--- src/rtl/lcmgcd_pkg.sv ---
// ----------------------------------------------------------------------------
// lcmgcd_pkg
// Types and constants shared by the lcm/gcd controller, datapath and checker.
// ----------------------------------------------------------------------------
package lcmgcd_pkg;

    // field widths of the request and result
    localparam int OPND_W = 16;
    localparam int LCM_W  = 32;
    localparam int GCD_W  = 16;

    // request payload
    typedef struct packed {
        logic [OPND_W-1:0] operand_a;
        logic [OPND_W-1:0] operand_b;
    } t_lg_in;

    // result payload
    typedef struct packed {
        logic [LCM_W-1:0] lcm_value;
        logic [GCD_W-1:0] gcd_value;
        logic             invalid;
    } t_lg_out;

    // commands from controller to datapath
    typedef struct packed {
        logic load;      // capture operands, clear accumulators
        logic twos;      // strip one common factor of two
        logic gcd_step;  // one binary gcd reduction
        logic gcd_done;  // latch the divisor
        logic div_step;  // one restoring division step
        logic mul_step;  // one shift-add multiply step
        logic finish;    // write the result register
    } t_lg_cmd;

    // status from datapath to controller
    typedef struct packed {
        logic zero_op;   // an operand is zero
        logic both_even; // both working values are even
        logic equal;     // working values match, gcd found
        logic cnt_last;  // last division or multiply step
    } t_lg_sts;

endpackage

--- src/rtl/lcm_gcd_unit.sv ---
// A request runs through common-twos removal, binary gcd reductions, division of a by
// the gcd and the shift-add multiply before the finish writes the result register.
// A zero operand skips the gcd, divide and multiply steps and goes straight to the finish.
// One request at a time: the next is taken the cycle after the result is registered.
// Divider and multiplier take one operand bit per cycle; a stalled result holds the finish.
// Reset (synchronous, active low) returns the sequencer to idle and drops output valid.
// ----------------------------------------------------------------------------
// lcm_gcd_unit
// Least common multiple and greatest common divisor of two unsigned operands,
// with an invalid flag when either operand is zero.
// ----------------------------------------------------------------------------
module lcm_gcd_unit #(
    parameter int OPERAND_WIDTH = 16
) (
    input  logic               i_clk,
    input  logic               i_rst_n,
    input  logic               i_in_valid,
    output logic               o_in_stall,
    input  lcmgcd_pkg::t_lg_in i_in_data,
    output logic               o_out_valid,
    input  logic               i_out_stall,
    output lcmgcd_pkg::t_lg_out o_out_data
);
    import lcmgcd_pkg::*;

    t_lg_cmd w_cmd;
    t_lg_sts w_sts;

    // sequencer
    lcmgcd_ctrl u_ctrl (
        .i_clk       (i_clk),
        .i_rst_n     (i_rst_n),
        .i_in_valid  (i_in_valid),
        .o_in_stall  (o_in_stall),
        .i_out_stall (i_out_stall),
        .o_out_valid (o_out_valid),
        .o_cmd       (w_cmd),
        .i_sts       (w_sts)
    );

    // arithmetic
    lcmgcd_dp #(
        .OPERAND_WIDTH (OPERAND_WIDTH)
    ) u_dp (
        .i_clk      (i_clk),
        .i_in_data  (i_in_data),
        .i_cmd      (w_cmd),
        .o_sts      (w_sts),
        .o_out_data (o_out_data)
    );

endmodule

--- src/rtl/lcmgcd_ctrl.sv ---
// ----------------------------------------------------------------------------
// lcmgcd_ctrl
// Sequencer for the lcm/gcd unit: steps the datapath through common-twos
// removal, binary gcd, division of a by the gcd and the final multiply.
// ----------------------------------------------------------------------------
module lcmgcd_ctrl (
    input  logic                i_clk,
    input  logic                i_rst_n,
    input  logic                i_in_valid,
    output logic                o_in_stall,
    input  logic                i_out_stall,
    output logic                o_out_valid,
    output lcmgcd_pkg::t_lg_cmd o_cmd,
    input  lcmgcd_pkg::t_lg_sts i_sts
);
    import lcmgcd_pkg::*;

    localparam logic [2:0] S_IDLE = 3'd0;
    localparam logic [2:0] S_TWOS = 3'd1;
    localparam logic [2:0] S_GCD  = 3'd2;
    localparam logic [2:0] S_DIV  = 3'd3;
    localparam logic [2:0] S_MUL  = 3'd4;
    localparam logic [2:0] S_FIN  = 3'd5;

    logic [2:0] r_state;
    logic [2:0] n_state;
    logic       r_out_valid;
    logic       n_out_valid;
    t_lg_cmd    w_cmd;

    // next state and command decode
    always_comb begin
        n_state     = r_state;
        w_cmd       = '0;
        n_out_valid = r_out_valid;
        if (r_out_valid && !i_out_stall) begin
            n_out_valid = 1'b0;
        end
        unique case (r_state)
            S_IDLE: begin
                if (i_in_valid) begin
                    w_cmd.load = 1'b1;
                    n_state    = S_TWOS;
                end
            end
            S_TWOS: begin
                priority if (i_sts.zero_op) begin
                    n_state = S_FIN;
                end else if (i_sts.both_even) begin
                    w_cmd.twos = 1'b1;
                end else begin
                    n_state = S_GCD;
                end
            end
            S_GCD: begin
                if (i_sts.equal) begin
                    w_cmd.gcd_done = 1'b1;
                    n_state        = S_DIV;
                end else begin
                    w_cmd.gcd_step = 1'b1;
                end
            end
            S_DIV: begin
                w_cmd.div_step = 1'b1;
                if (i_sts.cnt_last) begin
                    n_state = S_MUL;
                end
            end
            S_MUL: begin
                w_cmd.mul_step = 1'b1;
                if (i_sts.cnt_last) begin
                    n_state = S_FIN;
                end
            end
            S_FIN: begin
                // output slot free or draining this cycle
                if (!r_out_valid || !i_out_stall) begin
                    w_cmd.finish = 1'b1;
                    n_out_valid  = 1'b1;
                    n_state      = S_IDLE;
                end
            end
            default: begin
                n_state = S_IDLE;
            end
        endcase
    end

    // state and output valid registers
    always_ff @(posedge i_clk) begin
        if (!i_rst_n) begin
            r_state     <= S_IDLE;
            r_out_valid <= 1'b0;
        end else begin
            r_state     <= n_state;
            r_out_valid <= n_out_valid;
        end
    end

    assign o_in_stall  = (r_state != S_IDLE);
    assign o_out_valid = r_out_valid;
    assign o_cmd       = w_cmd;

endmodule

--- src/rtl/lcmgcd_dp.sv ---
// ----------------------------------------------------------------------------
// lcmgcd_dp
// Datapath of the lcm/gcd unit: binary gcd registers, restoring divider,
// shift-add multiplier and the result register.
// ----------------------------------------------------------------------------
module lcmgcd_dp #(
    parameter int OPERAND_WIDTH = 16
) (
    input  logic                i_clk,
    input  lcmgcd_pkg::t_lg_in  i_in_data,
    input  lcmgcd_pkg::t_lg_cmd i_cmd,
    output lcmgcd_pkg::t_lg_sts o_sts,
    output lcmgcd_pkg::t_lg_out o_out_data
);
    import lcmgcd_pkg::*;

    localparam int W    = OPERAND_WIDTH;
    localparam int CntW = $clog2(OPERAND_WIDTH + 1);

    // gcd working values and common power of two
    logic [W-1:0]     r_x, n_x;
    logic [W-1:0]     r_y, n_y;
    logic [CntW-1:0]  r_k, n_k;
    logic [W-1:0]     r_g, n_g;
    // divider
    logic [W-1:0]     r_rem, n_rem;
    logic [W-1:0]     r_quo, n_quo;
    // multiplier
    logic [LCM_W-1:0] r_acc, n_acc;
    logic [LCM_W-1:0] r_mcand, n_mcand;
    // step counter for divide and multiply
    logic [CntW-1:0]  r_cnt, n_cnt;
    t_lg_out          r_res, n_res;

    logic [W-1:0] w_a;
    logic [W-1:0] w_b;
    logic         w_zero;
    logic         w_x_gt;
    logic [W-1:0] w_diff;
    logic [W:0]   w_rem_sh;
    logic [W:0]   w_rem_sub;
    logic         w_ge;
    logic         w_cnt_last;

    // operands cut to the configured width
    assign w_a = W'(i_in_data.operand_a);
    assign w_b = W'(i_in_data.operand_b);

    // status
    assign w_zero     = (r_x == '0) || (r_y == '0);
    assign w_cnt_last = (r_cnt == CntW'(W - 1));
    assign o_sts.zero_op   = w_zero;
    assign o_sts.both_even = !r_x[0] && !r_y[0];
    assign o_sts.equal     = (r_x == r_y);
    assign o_sts.cnt_last  = w_cnt_last;

    // shared compare and subtract for the gcd step
    assign w_x_gt = (r_x > r_y);
    assign w_diff = w_x_gt ? (r_x - r_y) : (r_y - r_x);

    // restoring divider step
    assign w_rem_sh  = {r_rem, r_quo[W-1]};
    assign w_ge      = (w_rem_sh >= {1'b0, r_g});
    assign w_rem_sub = w_rem_sh - {1'b0, r_g};

    // next values
    always_comb begin
        n_x     = r_x;
        n_y     = r_y;
        n_k     = r_k;
        n_g     = r_g;
        n_rem   = r_rem;
        n_quo   = r_quo;
        n_acc   = r_acc;
        n_mcand = r_mcand;
        n_cnt   = r_cnt;
        n_res   = r_res;

        if (i_cmd.load) begin
            n_x     = w_a;
            n_y     = w_b;
            n_k     = '0;
            n_rem   = '0;
            n_quo   = w_a;
            n_acc   = '0;
            n_mcand = LCM_W'(w_b);
            n_cnt   = '0;
        end

        if (i_cmd.twos) begin
            n_x = r_x >> 1;
            n_y = r_y >> 1;
            n_k = r_k + 1'b1;
        end

        // binary gcd: halve an even value, else halve the difference
        if (i_cmd.gcd_step) begin
            priority if (!r_x[0]) begin
                n_x = r_x >> 1;
            end else if (!r_y[0]) begin
                n_y = r_y >> 1;
            end else if (w_x_gt) begin
                n_x = w_diff >> 1;
            end else begin
                n_y = w_diff >> 1;
            end
        end

        if (i_cmd.gcd_done) begin
            n_g = r_x << r_k;
        end

        if (i_cmd.div_step) begin
            n_rem = w_ge ? w_rem_sub[W-1:0] : w_rem_sh[W-1:0];
            n_quo = {r_quo[W-2:0], w_ge};
        end

        // quotient times b, low bits first
        if (i_cmd.mul_step) begin
            if (r_quo[0]) begin
                n_acc = r_acc + r_mcand;
            end
            n_mcand = r_mcand << 1;
            n_quo   = r_quo >> 1;
        end

        if (i_cmd.div_step || i_cmd.mul_step) begin
            n_cnt = w_cnt_last ? '0 : r_cnt + 1'b1;
        end

        if (i_cmd.finish) begin
            n_res.lcm_value = w_zero ? '0 : r_acc;
            n_res.gcd_value = w_zero ? '0 : GCD_W'(r_g);
            n_res.invalid   = w_zero;
        end
    end

    // payload registers
    always_ff @(posedge i_clk) begin
        r_x     <= n_x;
        r_y     <= n_y;
        r_k     <= n_k;
        r_g     <= n_g;
        r_rem   <= n_rem;
        r_quo   <= n_quo;
        r_acc   <= n_acc;
        r_mcand <= n_mcand;
        r_cnt   <= n_cnt;
        r_res   <= n_res;
    end

    assign o_out_data = r_res;

endmodule

--- config.mk ---
export PLATFORM = sky130hd
export DESIGN_NAME = lcm_gcd_unit
export DESIGN_NICKNAME = d
export VERILOG_FILES = /design/src/rtl/lcmgcd_pkg.sv /design/src/rtl/lcm_gcd_unit.sv /design/src/rtl/lcmgcd_ctrl.sv /design/src/rtl/lcmgcd_dp.sv
export SDC_FILE = /design/constraint.sdc
export NUM_CORES = 1
export LEC_CHECK = 0
export BUFFER_PORTS_ARGS = -buffer_cell sky130_fd_sc_hd__buf_2
export CORE_MARGIN = 2
export CORE_UTILIZATION = 50
export DETAILED_ROUTE_END_ITERATION = 16
export HOLD_SLACK_MARGIN = 0.02
export PLACE_DENSITY = 0.69
export SYNTH_ARGS = -nofsm -noshare
export SYNTH_HDL_FRONTEND = slang
export SYNTH_HIERARCHICAL = 1
export SYNTH_SLANG_ARGS = --single-unit
--- constraint.sdc ---
create_clock -name i_clk -period 10.2 [get_ports i_clk]
set_input_delay 2.04 -clock i_clk [delete_from_list [all_inputs] [get_ports i_clk]]
set_output_delay 2.04 -clock i_clk [all_outputs]
set_load 0.005 [all_outputs]
**Word-level counts from Yosys, hierarchy flattened**

Cells that the tools add are included.

- Flip-flop bits (word level): 207
- Input port bits: 36
- Output and inout bits: 51
- Logic and storage cells: 108

- Add/subtract/negate cells: 6
- Magnitude comparators: 2
- Eq/ne operators: 13
- Shift-type cells: 1
- Multiplexer cells: 51
- Reductions and logical operators: 19

Operators with widths:

| operator | count |
|---|---|
| 16-bit 2-to-1 mux | 18 |
| 32-bit 2-to-1 mux | 5 |
| 16-bit subtractor | 3 |
| 32-bit adder | 1 |
| 16-bit logical NOT | 2 |
| 3-bit 2-to-1 mux | 7 |
| 5-bit 2-to-1 mux | 4 |
| 3-bit case mux with 6 select lines | 1 |
| 17-bit by 16-bit greater-or-equal comparator with 1-bit output | 1 |
| 16-bit equality test | 1 |
| 16-bit greater-than comparator | 1 |
| 16-bit by 5-bit left shift with 16-bit output | 1 |
| 15-bit 2-to-1 mux | 1 |
| 1-bit 2-to-1 mux | 14 |
| 5-bit by 1-bit adder with 5-bit output (second input constant) | 2 |
| 2-bit by 1-bit != test with 1-bit output (second input constant) | 4 |
| 2-bit nonzero test | 4 |
| 3-bit by 2-bit equality test with 1-bit output (second input constant) | 2 |
| 3-bit equality test (second input constant) | 2 |
| 6-bit AND reduction | 1 |
| 3-bit nonzero test | 2 |
| 5-bit by 4-bit equality test with 1-bit output (second input constant) | 1 |
| 1-bit logical NOT | 4 |
| 3-bit by 1-bit equality test with 1-bit output (second input constant) | 1 |
| 6 further kinds | 9 |

**Logic depth before layout (Yosys ltp)**

- Depth after elaboration: 10
- Mapped depth: 17
- Mapped depth without buffers: 16

**Cells and area by module**

The synthesis kept the hierarchy.

Modules (own cells, without submodules):

| module | times used | cells each | area an instance (um^2) | seq. area each (um^2) |
|---|---|---|---|---|
| lcmgcd_dp | 1 | 1,375 | 12,836.1 | 5,435.2 |
| lcmgcd_ctrl | 1 | 43 | 336.6 | 80.1 |

**Least setup slack after synthesis**

Ideal clock, no wire load.

- Path kind: input-to-reg
- Start point: input i_out_stall
- End point: register u_dp.r_res, in the netlist u_dp/o_out_data[0] (enable)
- Setup time: 457 ps
- Arrival: 4,238 ps
- Data required time: 9,743 ps
- Setup slack: 5,505 ps
- Cell stages on the path: 3
- Path buffers: 0
- Cell sequence: nand2_1 -> nand2_1 -> nor2_1

RTL lines:

| what | RTL line | text |
|---|---|---|
| start: declaration | lcm_gcd_unit.sv:21 | `input logic i_out_stall,` |
| end signal: assignment | lcmgcd_dp.sv:149 | `r_res <= n_res;` |
| end: declaration | lcmgcd_dp.sv:33 | `t_lg_out r_res, n_res;` |

==> reports/metrics.csv <==
stage;metric;value;unit
global_route;grt_pass1_vias;10000;
placed_design;io_buffers;86;
floorplanning;initial_core_util;50.7;%
cells_and_area;antenna_cells;0;
timing;worst_pin_slew;1270;ps
cells_and_area;fillers;2340;
cells_and_area;multi_input_area;7050;sq um
yosys;synth-edff-count;137;
critical_path;critPathMaxFanout;22;
global_route;grt-ovfl-total;0;
timing;rsz0062_at_grt;no;
clock_network;cts_hold_buf;0;
yosys;ys_ff_latch;207;
clock_network;cts_tree;built;
route;ant_nets;0;
timing;final.setup.tns;0;ps
cells_and_area;fin_nets;1584;
critical_path;worst_setup_path_start_kind;register;
yosys;synth_ff_type;edfxtp_1;
placed_design;place.gp.congestion;0.993;
floorplanning;dieArea;27700;sq um
clock_network;cts.sinks;207;
cells_and_area;ff_latch_area;5520;sq um
clock_network;clockBufferDepth;3;
yosys;synth_fp_nets;1540;
clock_network;numCtsBuffers;23;
floorplanning;core_region_area;26000;sq um
outcome;status;complete, no violations;
timing;slew_violations;0;
clock_network;postCtsSetupBuffers;0;
timing;clock_skew;9.28;ps
yosys;yosysUniqueCellTypes;77;
global_route;grt_pass1_wl;53.3;mm
route;drt-vias-per-instance;5.88;
route;drt_pass1_iterations;6;
cells_and_area;final_cell_mix;edfxtp_1 (137), nand2_1 (128), o21ai_0 (126), a21oi_1 (99), nor2_1 (97);
clock_network;clockRootBuffer;clkbuf_16;
route;wl;32.7;mm
cells_and_area;drive_gt1_share;11.3;%
yosys;synthArstFlopShare;0;%
timing;setup_violations;0;
power_and_ir_drop;peakVddDrop;0.188;mV
clock_network;clk_latency;510;ps
cells_and_area;syn_to_final_growth;11.0;%
timing;slew_headroom;15.3;%
cells_and_area;layout_commonest_cell;edfxtp_1;
clock_network;htreeDepth;1;
yosys;yosysWarnings;6;
route;drt_iter0_markers;974;
floorplanning;die_h;166;um
route;wl_per_cell;18.0;um
route;drc_errors;0;
yosys;syn_area;13200;sq um
route;vias;10700;
clock_network;post_cts_resized;0;
timing;min_period;4490;ps
power_and_ir_drop;power-per-cell-area;269;nW/um^2
placed_design;post-dp-hpwl;23.4;mm
critical_path;critPathArrivalTime;4870;ps
floorplanning;ios;87;
floorplanning;die_x;166;um
min_path;hold_path.class;register to register;
critical_path;end_kind;register;
timing;fmax;223;MHz
critical_path;crit_required;10580;ps
global_route;antenna_found_initial;0;
flow_run;max-cap-violations;0;
global_route;grt_max_degree;66;
global_route;gr-usage-all-layers;23.3;%
yosys;yosysSeqAreaShare;41.9;%
timing;whs;490;ps
yosys;synth.avg_cell_area;9.29;sq um
power_and_ir_drop;p_leak;0.00593;uW
critical_path;critPathKind;register to register;
yosys;synthCells;1418;
floorplanning;num_rows;59;
timing;finalHoldViolCount;0;
clock_network;clk_pin_slew;60;ps
timing;min_period_over_period;44.0;%
[where the power goes]
part | leakage (uW) | switching (uW) | total [uW] | internal (uW)
Combinational | 0.00367 | 1090 | 1810 | 720
Clock | 0.000384 | 335 | 860 | 525
Sequential | 0.00188 | 204 | 1270 | 1060
[routing by layer]
layer  track usage, %  part of all wire [%]  vias to the layer above
li1                 -                     -                     5229
met1             34.1                    47                     5032
met2             36.8                    45                      349
met3             2.36                   5.5                       56
met4             6.78                   2.7                        0
met5                0                     0                        -
[Yosys cell counts, types with 4 or more instances]
library cell	n	share of area, %
a211oi_1	20	1.1
o211ai_1	13	0.74
o21bai_1	14	0.80
nand3b_1	34	1.9
nand3_1	19	0.72
fa_1	4	0.61
nand4_1	11	0.52
dfxtp_1	70	11
edfxtp_1	137	31
or3_1	4	0.19
nor2_1	101	2.9
o21ai_1	5	0.19
ha_1	82	7.8
buf_2	7	0.27
a21o_1	32	1.8
xnor2_1	34	2.3
nor3_1	19	0.72
buf_1	6	0.17
a221oi_1	6	0.40
a21oi_1	99	3.8
xor2_1	28	1.9
or2_2	4	0.19
and2_1	27	1.3
a31oi_1	9	0.43
mux2i_1	46	3.5
o22ai_1	13	0.62
o21a_1	18	1.0
and3_1	37	1.8
nand2_1	129	3.7
o21ai_0	126	4.8
o31ai_1	6	0.34
nor4_1	10	0.47
a21boi_0	4	0.23
a22oi_1	4	0.23
nand2b_1	16	0.76
clkbuf_1	64	1.8
a221o_1	4	0.30
inv_1	76	2.2
o211a_1	4	0.30
nor2b_1	19	0.90
[path summary, 6_finish.rpt]
path / slack (ps) / depth (start not counted) / startpoint / to
setup / recovery: 5710 / 16 / u_dp/r_x[11] / u_dp/r_x[9]
hold reg to reg: 490 / 1 / u_dp/r_acc[31] / u_dp/r_acc[31]
setup reg to reg: 5710 / 16 / u_dp/r_x[11] / u_dp/r_x[9]
hold / removal: 490 / 1 / u_dp/r_acc[31] / u_dp/r_acc[31]
[sequential cells by signal (all words and copies together) (netlist names)]
register,cells
u_dp/r_x,16
u_dp/r_y,16
u_dp/r_acc,32
u_ctrl/r_state,3
u_dp/o_out_data,49
u_dp/r_cnt,5
u_dp/r_rem,16
u_ctrl/o_out_valid,1
u_dp/r_k,5
u_dp/r_mcand,32
u_dp/r_quo,16
u_dp/r_g,16
[cell families after synthesis]
| group | count (synthesis) | share of synthesized area (%) |
|---|---|---|
| buf+inv | 162 | 4.92 |
| simple gates | 443 | 16.9 |
| mux | 50 | 4.09 |
| fa+ha+maj | 86 | 8.40 |
| compound gates | 408 | 19.7 |
| flops | 207 | 41.9 |
| xor+xnor | 62 | 4.12 |
[final cells by class]
class                      instances  area share [%]
sequential                       207            37.7
timing repair buffer             101            3.71
inverter                          80            2.09
clock inverter                    14            1.26
multi-input combinational       1049            48.2
clock buffer                      28            4.13
tap                              335            2.87
[through the flow]
| step | cells | setup WS, ps | util, % | cell area (sq um) | total power, uW |
|---|---|---|---|---|---|
| floorplan | 1418 | 5510 | - | 13200 | 2590 |
| global placement | 1772 | 5820 | 53.2 | 13800 | 3030 |
| detailed placement | 1772 | 5790 | 53.2 | 13800 | 3050 |
| CTS | 1814 | 5790 | 56.3 | 14600 | 3920 |
| global route | 1814 | 5260 | 56.3 | 14600 | 4180 |
| finish | 1814 | 5710 | 56.3 | 14600 | 3940 |
[worst max-delay path, cell delays in order (launching register included)]
cell and delay [ps]:
dfxtp_1 440, inv_1 140, ha_1 480, nand2_1 140
nor2_1 210, nand3_1 140, nor3_1 300, nand4b_1 380
inv_1 270, nor4_1 70, buf_4 190, inv_1 110
nor2_1 80, nor2_1 970, o211ai_1 190, o21ai_0 130
o21ai_0 100
Note: power is estimated with default switching activity, not from simulation.
